--- config.mk ---
export PLATFORM = sky130hd
export DESIGN_NAME = sfpd_back
export DESIGN_NICKNAME = d
export VERILOG_FILES = /design/src/rtl/sfpd_pkg.sv /design/src/rtl/sfpd_back.sv
export SDC_FILE = /design/constraint.sdc
export NUM_CORES = 1
export LEC_CHECK = 0
export BUFFER_PORTS_ARGS = -buffer_cell sky130_fd_sc_hd__buf_2
export CAP_MARGIN = 20
export CORE_ASPECT_RATIO = 0.6
export CORE_MARGIN = 2
export CORE_UTILIZATION = 45
export CTS_BUF_LIST = sky130_fd_sc_hd__clkbuf_16
export CTS_CLUSTER_SIZE = 28
export DETAILED_ROUTE_END_ITERATION = 8
export HOLD_SLACK_MARGIN = 0.15
export PLACE_DENSITY_LB_ADDON = 0.3
export SYNTH_ARGS = -nofsm -noshare
export SYNTH_HDL_FRONTEND = slang
export SYNTH_SLANG_ARGS = --single-unit
--- constraint.sdc ---
create_clock -name clk_i -period 4.28 [get_ports clk_i]
set_clock_uncertainty 0.2 [all_clocks]
set_input_delay 0.642 -clock clk_i [delete_from_list [all_inputs] [get_ports clk_i]]
set_output_delay 0.642 -clock clk_i [all_outputs]
set_load 0.05 [all_outputs]
--- src/rtl/sfpd_pkg.sv ---
// Shared constants and types of the sync-framed packet decimator.
package sfpd_pkg;

  // Per-id table geometry.
  localparam int unsigned TableDepth = 1024;
  localparam int unsigned TableAw    = (TableDepth > 1) ? $clog2(TableDepth) : 1;

  // Command queue between the parser and the result sequencer.
  localparam int unsigned CmdDepth = 4;
  localparam int unsigned CmdAw    = $clog2(CmdDepth);

  // Framing constants.
  localparam logic [7:0] SyncByte = 8'hAA;
  localparam int unsigned HdrBytes = 6;

  // One unit of work for the result sequencer: a full header burst or one body byte.
  typedef struct packed {
    logic                is_header;
    logic [5:0][7:0]     hdr;
    logic [9:0]          id;
    logic                fwd;
    logic                len_err;
    logic                eop;
  } cmd_t;

endpackage

--- src/rtl/sfpd_back.sv ---
// Result sequencer: expands commands into result items behind an output register.
module sfpd_back (
  input  logic           clk_i,
  input  logic           rst_ni,
  input  logic           cmd_valid_i,
  input  sfpd_pkg::cmd_t cmd_i,
  output logic           cmd_pop_o,
  input  logic           pop_i,
  output logic           empty_o,
  output logic [7:0]     out_byte_o,
  output logic           forward_o,
  output logic           length_error_o,
  output logic [9:0]     packet_id_o,
  output logic           end_of_packet_o,
  output logic           last_o
);

  localparam logic [2:0] LastBeat = 3'd7;

  logic       out_valid_q;
  logic [2:0] beat_q, beat_d;
  logic [2:0] hdr_idx;
  logic       load, take, beat_last;
  logic [7:0] byte_d;

  assign load      = ~out_valid_q | pop_i;
  assign take      = load & cmd_valid_i;
  assign beat_last = (beat_q == LastBeat);
  assign hdr_idx   = beat_q - 3'd2;

  // Byte of the current beat: two sync bytes, then the six header bytes; a body command gives its byte.
  always_comb begin
    if (!cmd_i.is_header) begin
      byte_d = cmd_i.hdr[0];
    end else if (beat_q < 3'd2) begin
      byte_d = sfpd_pkg::SyncByte;
    end else begin
      byte_d = cmd_i.hdr[hdr_idx];
    end
  end

  assign cmd_pop_o = take & (~cmd_i.is_header | beat_last);

  always_comb begin
    beat_d = beat_q;
    if (cmd_pop_o) begin
      beat_d = '0;
    end else if (take) begin
      beat_d = beat_q + 3'd1;
    end
  end

  assign empty_o = ~out_valid_q;

  // Control state.
  always_ff @(posedge clk_i or negedge rst_ni) begin
    if (!rst_ni) begin
      out_valid_q <= 1'b0;
      beat_q      <= '0;
    end else begin
      beat_q <= beat_d;
      if (take) begin
        out_valid_q <= 1'b1;
      end else if (pop_i) begin
        out_valid_q <= 1'b0;
      end
    end
  end

  // Output payload register.
  always_ff @(posedge clk_i) begin
    if (take) begin
      out_byte_o      <= byte_d;
      forward_o       <= cmd_i.fwd;
      length_error_o  <= cmd_i.len_err;
      packet_id_o     <= cmd_i.id;
      end_of_packet_o <= ~cmd_i.is_header & cmd_i.eop;
      last_o          <= ~cmd_i.is_header | beat_last;
    end
  end

endmodule

==> summary.txt <==
Placed design
  • Worst slack, placed: ~1.9 ns
  • HPWL Detailed: roughly 2800 µm
  • # port buffers: 89
  • Placer Congestion: between 0.7 and 0.8
  • Placed cell count: ~230

Logic synthesis
  • Net Count, Synth: 170
  • Post-synthesis sequential area ratio: between 50% and 60%
  • Cell count after synthesis: 101
  • Synthesized flop and latch total: 26
  • EDFF count, synth: 22
  • Synth warnings: 0
  • Syn avg cell area: 13.9 µm²
  • Ranking of synthesized cells by area: edfxtp_1 47%, mux2i_1 13%, dfrtp_1 7.1%
  • Synth area leader: edfxtp_1
  • Cell Area, Synth: approximately 1400 µm²
  • Asr flop ratio synth: 15.4%
  • Unique cell type count in the Yosys netlist: 25
  • Synth top area share: ~47%
  • Top cells by instance count after synthesis: 22 x edfxtp_1, 18 x mux2i_1, 9 x inv_1
  • Cell with the most instances after synthesis: edfxtp_1
  • Post-synth top flop: edfxtp_1

Finish
  • # nets final: between 200 and 300
  • Synthesis-to-layout area growth: 38.1%
  • Final Core Density: around two thirds
  • Share of layout cells above drive strength 1: between 50% and 60%
  • Post-Layout Cell Count: 232
  • ANT cells: 0

Drt
  • Final ANT Viol Nets: 0
  • Met3 WL: between 300 and 400 µm
  • First drt pass iteration count: 4
  • Met1 Wirelength: 1450 µm
  • Metal2 WL: 1500 µm
  • DR WL/cell: roughly 14 µm
  • DRC: 0
  • Initial DRC count: 44
  • DR vias/cell: just over 5
  • Top sig layer: met4
  • Via count: roughly 1200
  • Final WL: approximately 3300 µm

Clock tree
  • CTS tree: done
  • Cts repair resizes: 0
  • CTS Root Cell: clkbuf_16
  • Max clock buf depth: 2
  • Clock latency on the worst-skew pair: ~0.26 ns
  • Postcts setup bufs: 0
  • CTS buffer count: 3
  • Clock sink count: 26
  • Htree depth: 1
  • Worst-path clk slew: 0.06 ns

Global routing
  • Grt ovf: 0
  • Initial antenna violation count: 0
  • Global-route wire length before repair: 5060 µm
  • Tot GR Track Use: roughly a fifth
  • Vias in the first global route: 1076
  • Pin count of the biggest net entering global routing: 24

Timing
  • Worst slew margin: around half
  • Final period util: about three fifths
  • Max Fclk: ~0.38 GHz
  • Final hold violations: 0
  • Final period demand of the worst path: ~2.6 ns
  • Min setup slack post-route: 1.67 ns
  • Max-slew violations: 0
  • RSZ-0062 raised after global routing: no
  • Setup Viol. Count Final: 0
  • Worst-margin pin slew: between 0.7 and 0.8 ns
  • Setup TNS Final: 0 ns

Setup path
  • R2R cell count: 5
  • Critical path class: reg -> out
  • Critical Path AT: approximately 1.8 ns
  • Critical path endpoint category: output pin
  • Critical path peak fanout: 23
  • Critical Path RT: 3.44 ns
  • Worst Setup Start Kind: flip-flop

Die
  • Num ports: 90
  • Die width: about 76 µm
  • Die height: around 47 µm
  • Core area: 2930 µm²
  • Die area: 3600 µm²
  • Row count: 15
  • Initial core utilization: roughly 48%

Power
  • Cell Pwr Density: ~430 nW/µm²
  • Total power draw: roughly 830 µW
  • Sequential power share: approximately two fifths
  • Power share of the clock group: 24.2%
  • Switching power: about 280 µW
  • Peak supply drop: 0.179 mV
  • Internal: approximately 560 µW
  • Sw frac: between 30% and 40%
  • Leak Pwr: between 0.0009 and 0.001 µW
  • Comb pwr share: between 30% and 40%

Outcome
  • Status: completed

Hold path
  • Hold crit path type: reg -> reg
  • Hold Path Depth: 2

Run
  • Number of max-cap violations: 0
final cells by class:
| cell class | count | area, µm² |
|---|---|---|
| tap | 42 | 52.6 |
| multi-input combinational | 60 | 551 |
| sequential | 26 | 761 |
| fill | 235 | 988 |
| timing repair buffer | 91 | 463 |
| clock buffer | 3 | 75.1 |
| clock inverter | 1 | 3.75 |
| inverter | 9 | 33.8 |
metrics by stage:
step	instance area [µm²]	hold slack, ns
CTS	1940	0.327
global route	1940	0.356
global placement	1850	0.252
floorplan	1400	0.146
detailed placement	1850	0.262
finish	1940	0.319
registers in the layout (all words and copies together), names as in the netlist:
name,flops
beat_q,3
end_of_packet_o,1
forward_o,1
last_o,1
length_error_o,1
out_byte_o,8
out_valid_q,1
packet_id_o,10
final timing paths:
path,slack [ns],to,startpoint
max,1.67,cmd_pop_o,beat_q[0]
min,0.32,out_valid_q,out_valid_q
max reg2reg,2.06,out_byte_o[4],beat_q[1]
min reg2reg,0.32,out_valid_q,out_valid_q
max in group asynchronous,3.23,beat_q[2],rst_ni
min in group asynchronous,0.52,beat_q[1],rst_ni
power groups by stage:
stage          logic (µW)  registers (µW)  clock network [µW]
2_1_floorplan         198             376                   0
3_3_place_gp          296             328                   0
3_5_place_dp          304             330                   0
4_1_cts               307             325                 207
5_1_grt               334             327                 216
6_report              307             325                 201
per-layer routing:
metal / vias to the layer above / track usage, %
met1: 524 / 26.2
met4: 0 / 6.55
met2: 89 / 32.0
met3: 2 / 2.69
li1: 563 / -
met5: - / 0
what timing repair did:
item	in CTS	in global routing
endpoints found under the hold margin	4	0
endpoints found under the setup margin	0	0
hold buffers	1	0
cells in the final DEF, fill, tap and decap left out, drive strengths merged:
cell type | synthesis | final
ha | 3 | 3
nand2 | 4 | 4
nand2b | 4 | 4
o221ai | 4 | 4
mux4 | 4 | 4
mux2i | 18 | 18
edfxtp | 22 | 22
dfrtp | 4 | 4
mux2 | 1 | 1
inv | 9 | 9
o21ai | 4 | 4
clkinv | 0 | 1
buf | 5 | 90
o22ai | 4 | 4
nand3b | 1 | 1
nor2b | 3 | 3
clkbuf | 1 | 3
dlygate4sd3 | 0 | 1
o22a | 4 | 4
nand3 | 4 | 4
nor2 | 2 | 2
critical path, stage by stage, from the launching register on:
cell and delay (ns):
dfrtp_1 0.35, buf_4 0.23, ha_1 0.24, ha_1 0.17, nor2b_1 0.23, nor2_1 0.06
buf_2 0.21
cell families after synthesis:
family | Yosys count | synth area share, %
buffers and inverters | 15 | 6.59
AND/OR/NAND/NOR | 18 | 7.04
AO/OA/AOI/OAI | 16 | 8.64
flip-flops | 26 | 54.2
multiplexers | 23 | 20.9
adder cells (fa/ha/maj) | 3 | 2.67
Note: power is estimated with default switching activity, not from simulation.
