==> src/rtl/sfpd_pkg.sv <==
// Shared constants and types of the sync-framed packet decimator.
package sfpd_pkg;

  // Per-id table geometry.
  localparam int unsigned TableDepth = 1024;
  localparam int unsigned TableAw    = (TableDepth > 1) ? $clog2(TableDepth) : 1;

  // Command queue between the parser and the result sequencer.
  localparam int unsigned CmdDepth = 4;
  localparam int unsigned CmdAw    = $clog2(CmdDepth);

  // Framing constants.
  localparam logic [7:0] SyncByte = 8'hAA;
  localparam int unsigned HdrBytes = 6;

  // One unit of work for the result sequencer: a full header burst or one body byte.
  typedef struct packed {
    logic                is_header;
    logic [5:0][7:0]     hdr;
    logic [9:0]          id;
    logic                fwd;
    logic                len_err;
    logic                eop;
  } cmd_t;

endpackage

==> src/rtl/sfpd_cmd_fifo.sv <==
// Short command queue that decouples the parser from the result sequencer.
module sfpd_cmd_fifo (
  input  logic          clk_i,
  input  logic          rst_ni,
  input  logic          push_i,
  input  sfpd_pkg::cmd_t data_i,
  input  logic          pop_i,
  output logic          full_o,
  output logic          empty_o,
  output sfpd_pkg::cmd_t data_o
);

  sfpd_pkg::cmd_t               mem_q [sfpd_pkg::CmdDepth];
  logic [sfpd_pkg::CmdAw-1:0]   wr_ptr_q, rd_ptr_q;
  logic [sfpd_pkg::CmdAw:0]     cnt_q, cnt_d;
  logic                         do_push, do_pop;

  assign full_o  = (cnt_q == (sfpd_pkg::CmdAw+1)'(sfpd_pkg::CmdDepth));
  assign empty_o = (cnt_q == '0);
  assign data_o  = mem_q[rd_ptr_q];
  assign do_push = push_i & ~full_o;
  assign do_pop  = pop_i & ~empty_o;

  // Occupancy follows pushes and pops.
  always_comb begin
    cnt_d = cnt_q;
    if (do_push && !do_pop) begin
      cnt_d = cnt_q + 1'b1;
    end else if (!do_push && do_pop) begin
      cnt_d = cnt_q - 1'b1;
    end
  end

  // Pointers and count.
  always_ff @(posedge clk_i or negedge rst_ni) begin
    if (!rst_ni) begin
      wr_ptr_q <= '0;
      rd_ptr_q <= '0;
      cnt_q    <= '0;
    end else begin
      if (do_push) begin
        wr_ptr_q <= (wr_ptr_q == sfpd_pkg::CmdAw'(sfpd_pkg::CmdDepth - 1)) ? '0
                                                                          : wr_ptr_q + 1'b1;
      end
      if (do_pop) begin
        rd_ptr_q <= (rd_ptr_q == sfpd_pkg::CmdAw'(sfpd_pkg::CmdDepth - 1)) ? '0
                                                                          : rd_ptr_q + 1'b1;
      end
      cnt_q <= cnt_d;
    end
  end

  // Storage needs no reset.
  always_ff @(posedge clk_i) begin
    if (do_push) begin
      mem_q[wr_ptr_q] <= data_i;
    end
  end

endmodule

==> config.mk <==
export PLATFORM = sky130hd
export DESIGN_NAME = sfpd_cmd_fifo
export DESIGN_NICKNAME = d
export VERILOG_FILES = /design/src/rtl/sfpd_pkg.sv /design/src/rtl/sfpd_cmd_fifo.sv
export SDC_FILE = /design/constraint.sdc
export NUM_CORES = 1
export LEC_CHECK = 0
export BUFFER_PORTS_ARGS = -buffer_cell sky130_fd_sc_hd__clkbuf_2
export CORE_MARGIN = 2
export CORE_UTILIZATION = 57
export CTS_CLUSTER_SIZE = 16
export DETAILED_ROUTE_END_ITERATION = 8
export PLACE_DENSITY = 0.89
export SLEW_MARGIN = 0
export SYNTH_ARGS = -nofsm -noshare
export SYNTH_HDL_FRONTEND = slang
export SYNTH_SLANG_ARGS = --single-unit
==> constraint.sdc <==
create_clock -name clk_i -period 3 [get_ports clk_i]
set_input_delay 0.6 -clock clk_i [delete_from_list [all_inputs] [get_ports clk_i]]
set_output_delay 0.6 -clock clk_i [all_outputs]
set_load 0.005 [all_outputs]
==> impl_metrics.py, run 1 <==
metrics = {
    "final_layout": {
        "layout_common_cells": "edfxtp_1 (248), clkbuf_2 (129), mux4_2 (62), clkbuf_16 (25), clkinv_1 (7)",
        "layout_commonest_cell": "edfxtp_1",
        "multi_input_area_sq_um": 1660,
        "area_delta_synth_final_pct": 18.0,
        "antenna-diode-count": 0,
        "final_util": 0.692,
        "finalNetCount": 584,
        "stdcell_count": 743,
        "final-seq-area_sq_um": 7630,
        "nFillCells": 1003,
        "drive_gt1_frac": 0.461,
    },
    "sta": {
        "fin_skew_ps": 14.1,
        "fin_tns_setup_ps": 0,
        "finalCritPeriodShare": 0.929,
        "relSlewSlack": 0.367,
        "report.final.slew_viol_count": 0,
        "tightest_slew_ps": 949,
        "period_needed_ps": 2790,
        "hold_violations": 0,
        "setup_violations": 0,
        "fmax_ghz": 0.359,
        "rsz0062_at_grt": "false",
        "whs_ps": 304,
    },
    "floorplanning": {
        "die-width_um": 132,
        "dieHeight_um": 132,
        "initial_utilization": 0.586,
        "placementRows": 46,
        "die_area_sq_um": 17500,
        "core_area_sq_um": 16000,
        "ioPinCount": 130,
    },
    "clock_tree": {
        "cts_buffers": 25,
        "clkSinkCount": 255,
        "cts_tree": "built",
        "cts_root_buf": "clkbuf_16",
        "htree_num_levels": 1,
        "cts_resized": 0,
        "cts.reportedPaths.clkPinSlew_ps": 60,
        "cts_buffer_depth": 3,
        "clock_latency_ps": 500,
        "post_cts_buffers": 0,
    },
    "status": {
        "outcome": "complete, no violations",
    },
    "synth": {
        "synth.cell_area_sq_um": 9380,
        "yosysWarnings": 0,
        "ys_seq_elements": 255,
        "synth_cell_types": 21,
        "syn_inst": 361,
        "synth_area_per_cell_sq_um": 26.0,
        "ys_seq_area_frac": 0.813,
        "syn-num-nets": 434,
    },
    "grt": {
        "grt_usage": 0.207,
        "antenna_found_initial": 1,
        "grt_pass1_wl_um": 27400,
        "grt_max_degree": 65,
        "grt_overflow_total": 0,
        "grt_pass1_vias": 4724,
    },
    "setup_path": {
        "crit_type": "flop to output pin",
        "end_kind": "output pin",
        "cp_slowest_cell": "dfrtp_4",
        "crit_family": "flip-flops",
        "cp.required_ps": 2400,
        "ff2ff_path_depth": 8,
        "cp_slowest_stage_delay_ps": 1040,
        "path_cells": "mux4_2 -> clkbuf_2",
        "worstPathMaxFanout": 64,
        "arrival_ps": 2190,
        "path_buf_inv": 1,
        "start_kind": "flop",
        "crit_cells": 2,
    },
    "pwr": {
        "clkPwrFrac": 0.261,
        "totalPowerFinal_mw": 10.7,
        "peakVddDrop_mv": 0.539,
        "p_switching_mw": 2.94,
        "leakagePower_nw": 3.83,
        "intPower_mw": 7.80,
        "p_per_area_nw_per_um2": 970,
        "p_seq_frac": 0.483,
        "pwr-share-comb": 0.256,
        "switching_share": 0.274,
    },
    "placed_design": {
        "place_congestion": 0.665,
        "dp_cells": 699,
        "hpwl_um": 10500,
        "io_buffers": 129,
    },
    "route": {
        "drtIter0Drc": 373,
        "dr_total_vias": 4268,
        "drt_pass1_iterations": 6,
        "ant_nets": 0,
        "wire_per_inst_um": 23.6,
        "viasPerCell": 5.74,
        "finalWirelength_um": 17500,
        "remaining_drc_errors": 0,
    },
    "worst_hold_path": {
        "hold_depth": 1,
        "hp-class": "primary input to flop",
    },
    "run": {
        "max_cap_violations": 0,
    },
}
[power by group through the flow]
stage	logic, mW	clock network, mW	registers [mW]
2_1_floorplan	1.90	0	4.94
3_3_place_gp	2.71	0	5.18
3_5_place_dp	2.80	0	5.26
4_1_cts	2.82	2.85	5.21
5_1_grt	2.97	3.00	5.26
6_report	2.75	2.80	5.19
[stage by stage]
step	area, sq um	worst slack [ps]
6_report	11100	212
5_1_grt	11100	81.8
4_1_cts	11100	159
3_5_place_dp	10300	538
3_3_place_gp	10300	681
2_1_floorplan	9380	217
[sequential cells by signal, summed over array words and instances (netlist names)]
| name | flops |
|---|---|
| rd_ptr_q | 2 |
| wr_ptr_q | 2 |
| mem_q | 248 |
| cnt_q | 3 |
[final timing paths]
check | start | end | slack (ps)
min reg2reg | cnt_q[2] | cnt_q[2] | 570
min | data_i[52] | mem_q[2][52] | 300
max in group asynchronous | rst_ni | rd_ptr_q[0] | 2300
max | rd_ptr_q[1] | data_o[46] | 210
max reg2reg | cnt_q[2] | cnt_q[2] | 590
min in group asynchronous | rst_ni | cnt_q[2] | 480
[cell families after synthesis]
family / Yosys count / synth area share
muxes: 66 / 0.154
xor gates and xnor gates: 3 / 0.00280
AOI/OAI and AO/OA: 2 / 0.00213
buffers and inverters: 18 / 0.0113
and+or+nand+nor: 10 / 0.00654
DFF: 255 / 0.813
adders and majority gates: 7 / 0.0101
[layout make-up]
class / count / share of cell area
clock buffers: 29 / 0.0579
flip-flops and latches: 255 / 0.689
clock inverters: 14 / 0.00803
well taps: 216 / 0.0244
inverters: 3 / 0.00102
repair buffers: 138 / 0.0692
multi-input cells: 88 / 0.150
[what timing repair did]
item | 4_1_cts | 5_1_grt
endpoints found under the setup margin | 0 | 0
endpoints found under the hold margin | 7 | 0
hold buffers | 1 | 0
[synthesized netlist by cell type]
cell / count / area [sq um]
ha_1: 6 / 75.1
mux2_2: 2 / 22.5
nor2b_1: 1 / 6.26
mux4_2: 62 / 1400
mux2_4: 2 / 30.0
nor2_1: 2 / 7.51
inv_1: 3 / 11.3
buf_4: 6 / 45.0
a21o_1: 1 / 7.51
buf_2: 7 / 35.0
xnor2_1: 1 / 8.76
fa_1: 1 / 20.0
o31ai_2: 1 / 12.5
buf_6: 1 / 11.3
clkbuf_1: 1 / 3.75
nor3b_2: 1 / 12.5
nor3_1: 2 / 10.0
edfxtp_1: 248 / 7450
dfrtp_1: 7 / 175
xor2_1: 2 / 17.5
and2_1: 4 / 25.0
[worst reg2reg max path, stage by stage (launching register included)]
cell     delay, ps
dfrtp_1        430
nor3b_2        200
nor2b_1        510
ha_1           300
inv_1           60
fa_1           380
xor2_1         170
nor2_1         110
xor2_1         170
[per-layer routing]
layer  part of all wire  vias up  track usage  wire [um]
met1               0.39     2224        0.271       6850
li1                   -     1845            -          -
met5            0.00091        -            0         16
met2               0.53      168        0.359       9220
met3              0.061       29       0.0450       1070
met4              0.021        2       0.0532        363
(Power assumes the default switching activity.)
==> run 2: changes to the inputs <==
--- a/config.mk
+++ b/config.mk
@@ -5,12 +5,13 @@
 export SDC_FILE = /design/constraint.sdc
 export NUM_CORES = 1
 export LEC_CHECK = 0
+export ABC_AREA = 1
 export BUFFER_PORTS_ARGS = -buffer_cell sky130_fd_sc_hd__clkbuf_2
 export CORE_MARGIN = 2
-export CORE_UTILIZATION = 57
+export CORE_UTILIZATION = 58
 export CTS_CLUSTER_SIZE = 16
 export DETAILED_ROUTE_END_ITERATION = 8
-export PLACE_DENSITY = 0.89
+export PLACE_DENSITY = 0.9
 export SLEW_MARGIN = 0
 export SYNTH_ARGS = -nofsm -noshare
 export SYNTH_HDL_FRONTEND = slang
==> run 2 against run 1 <==
- area after synthesis grew 14%
- hold slack better by 16 ps
- flip-flop and latch count unchanged
- register-to-register slack improved by 270 ps
- critical path type unchanged
- combinational power grew 41%
- sequential power is 3% lower
- clock-buffer cell count is 3 higher
- highest routed layer is now met4
- global-route usage is 0.51 points lower
==> impl_metrics.py, run 2 <==
metrics = {
    "final_layout": {
        "stdcell_count": 1158,
        "drive_gt1_frac": 0.265,
        "regMostFlops": "mem_q",
        "antenna-diode-count": 0,
        "layout_common_cells": "edfxtp_1 (248), nand2_1 (201), inv_1 (137), clkbuf_2 (129), o211ai_2 (63)",
        "area_delta_synth_final_pct": 14.6,
        "largest_reg_flops": 248,
        "nFillCells": 1210,
        "finalNetCount": 988,
        "reg.largest.list": "mem_q (248), cnt_q (3)",
        "layout_commonest_cell": "edfxtp_1",
    },
    "floorplanning": {
        "ioPinCount": 130,
        "initial_utilization": 0.592,
        "dieHeight_um": 140,
        "core_area_sq_um": 18000,
        "die-width_um": 140,
        "die_area_sq_um": 19500,
        "placementRows": 49,
    },
    "synth": {
        "syn-num-nets": 857,
        "synth_top_area_frac": 0.698,
        "synth.most_common_cell": "edfxtp_1",
        "synthFlopType": "edfxtp_1",
        "synth_cell_types": 18,
        "synth_top_area_cell": "edfxtp_1",
        "async_reset_ff_frac": 0.0275,
        "synth_edf_count": 248,
        "synth.cell_area_sq_um": 10700,
        "ys_top_cells_by_area": "edfxtp_1 (70%), o211ai_2 (7.4%), nand2_1 (7.1%)",
        "synth_area_per_cell_sq_um": 13.6,
        "synth_common_cells": "edfxtp_1 (248), nand2_1 (201), inv_1 (137)",
        "yosysWarnings": 0,
        "ys_seq_area_frac": 0.714,
        "ys_seq_elements": 255,
        "syn_inst": 784,
    },
    "sta": {
        "whs_ps": 320,
        "relSlewSlack": 0.569,
        "fin_tns_setup_ps": 0,
        "setup_violations": 0,
        "rsz0062_at_grt": "false",
        "period_needed_ps": 2710,
        "fmax_ghz": 0.369,
        "hold_violations": 0,
        "setup_slack_ps": 289,
        "tightest_slew_ps": 646,
        "finalCritPeriodShare": 0.904,
        "report.final.slew_viol_count": 0,
        "fin_skew_ps": 8.26,
    },
    "placed_design": {
        "dpl_worst_slack_ps": 806,
        "place_congestion": 0.743,
        "hpwl_um": 11700,
        "dp_cells": 1117,
        "io_buffers": 129,
    },
    "setup_path": {
        "worstPathMaxFanout": 56,
        "start_kind": "flop",
        "arrival_ps": 2110,
        "cp.required_ps": 2400,
        "end_kind": "output pin",
        "crit_type": "flop to output pin",
    },
    "route": {
        "viasPerCell": 5.26,
        "remaining_drc_errors": 0,
        "drt_pass1_iterations": 5,
        "drtIter0Drc": 344,
        "wire_per_inst_um": 16.7,
        "dr_total_vias": 6086,
        "ant_nets": 0,
        "finalWirelength_um": 19300,
    },
    "status": {
        "outcome": "complete, no violations",
    },
    "clock_tree": {
        "clkSinkCount": 255,
        "post_cts_buffers": 0,
        "cts_root_buf": "clkbuf_16",
        "cts_buffers": 24,
        "cts_buffer_depth": 3,
        "cts_tree": "built",
        "cts.reportedPaths.clkPinSlew_ps": 60,
        "htree_num_levels": 1,
        "clock_latency_ps": 500,
        "cts_resized": 0,
    },
    "grt": {
        "grt_overflow_total": 0,
        "grt_usage": 0.202,
        "antenna_found_initial": 0,
        "grt_pass1_vias": 6243,
        "grt_pass1_wl_um": 31400,
        "grt_max_degree": 65,
    },
    "pwr": {
        "p_per_area_nw_per_um2": 954,
        "leakagePower_nw": 4.96,
        "peakVddDrop_mv": 0.718,
    },
    "run": {
        "max_cap_violations": 0,
    },
    "worst_hold_path": {
        "hp-class": "primary input to flop",
    },
}
## run 2: cell types whose count changed after synthesis, sizes merged, moves of 7 or more
cell | previous run | this run
nand3 | 0 | 7
inv | 3 | 140
buf | 14 | 41
o211ai | 0 | 124
mux4 | 62 | 0
nand2 | 0 | 201
## run 2: worst paths after layout
kind | startpoint | end | slack (ps) | cells after the start
setup / recovery | rd_ptr_q[0] | data_o[12] | 290 | 5
hold / removal | data_i[53] | mem_q[1][53] | 320 | 1
setup reg to reg | cnt_q[0] | mem_q[0][52] | 860 | 5
hold reg to reg | cnt_q[2] | cnt_q[2] | 510 | 2
max in group asynchronous | rst_ni | rd_ptr_q[0] | 2330 | 2
min in group asynchronous | rst_ni | cnt_q[1] | 470 | 2
## run 2: area by class of cell
type / instances / area (sq um) / share of cell area
Sequential cell: 255 / 7630 / 0.624
Multi-Input combinational cell: 348 / 2200 / 0.180
Timing Repair Buffer: 146 / 876 / 0.0716
Clock buffer: 32 / 652 / 0.0533
Inverter: 140 / 526 / 0.0430
Tap cell: 229 / 287 / 0.0234
Clock inverter: 8 / 60.1 / 0.00491
## run 2: worst max-delay path, stage by stage, from the launching register on
cell and delay (ps):
dfrtp_4 850, buf_12 340, nand2_1 130, o211ai_2 80, nand2_1 70, clkbuf_2 110
## run 2: per-layer routing
layer | share of wire | vias up | global-route usage
met2 | 0.52 | 163 | 0.361
li1 | - | 2970 | -
met3 | 0.057 | 25 | 0.0323
met4 | 0.015 | 0 | 0.0489
met5 | 0 | - | 0
met1 | 0.41 | 2928 | 0.260
## run 2: report_power, final
part / total (mW) / switching [mW] / internal [mW]
Clock: 2.77 / 1.18 / 1.60
Sequential: 5.01 / 0.320 / 4.69
Combinational: 3.89 / 2.40 / 1.50
## run 2: cell families after synthesis
logic type,count (synthesis),share of synthesized area
flops,255,0.714
simple gates,215,0.0767
compound gates,125,0.117
xor+xnor,1,0.000821
buf+inv,181,0.0822
fa+ha+maj,7,0.00891
## run 2: per-stage QoR
| stage | power (mW) | instance area (sq um) | util |
|---|---|---|---|
| finish | 11.7 | 12200 | 0.679 |
| global route | 12.4 | 12200 | 0.679 |
| CTS | 11.8 | 12200 | 0.679 |
| detailed placement | 9.04 | 11500 | 0.639 |
| global placement | 8.87 | 11500 | 0.639 |
| floorplan | 7.76 | 10700 | - |
## run 2: timing repair
| action | CTS | global route |
|---|---|---|
| hold buffers | 1 | 0 |
| endpoints found under the setup margin | 0 | 0 |
| hold endpoints to repair | 7 | 0 |
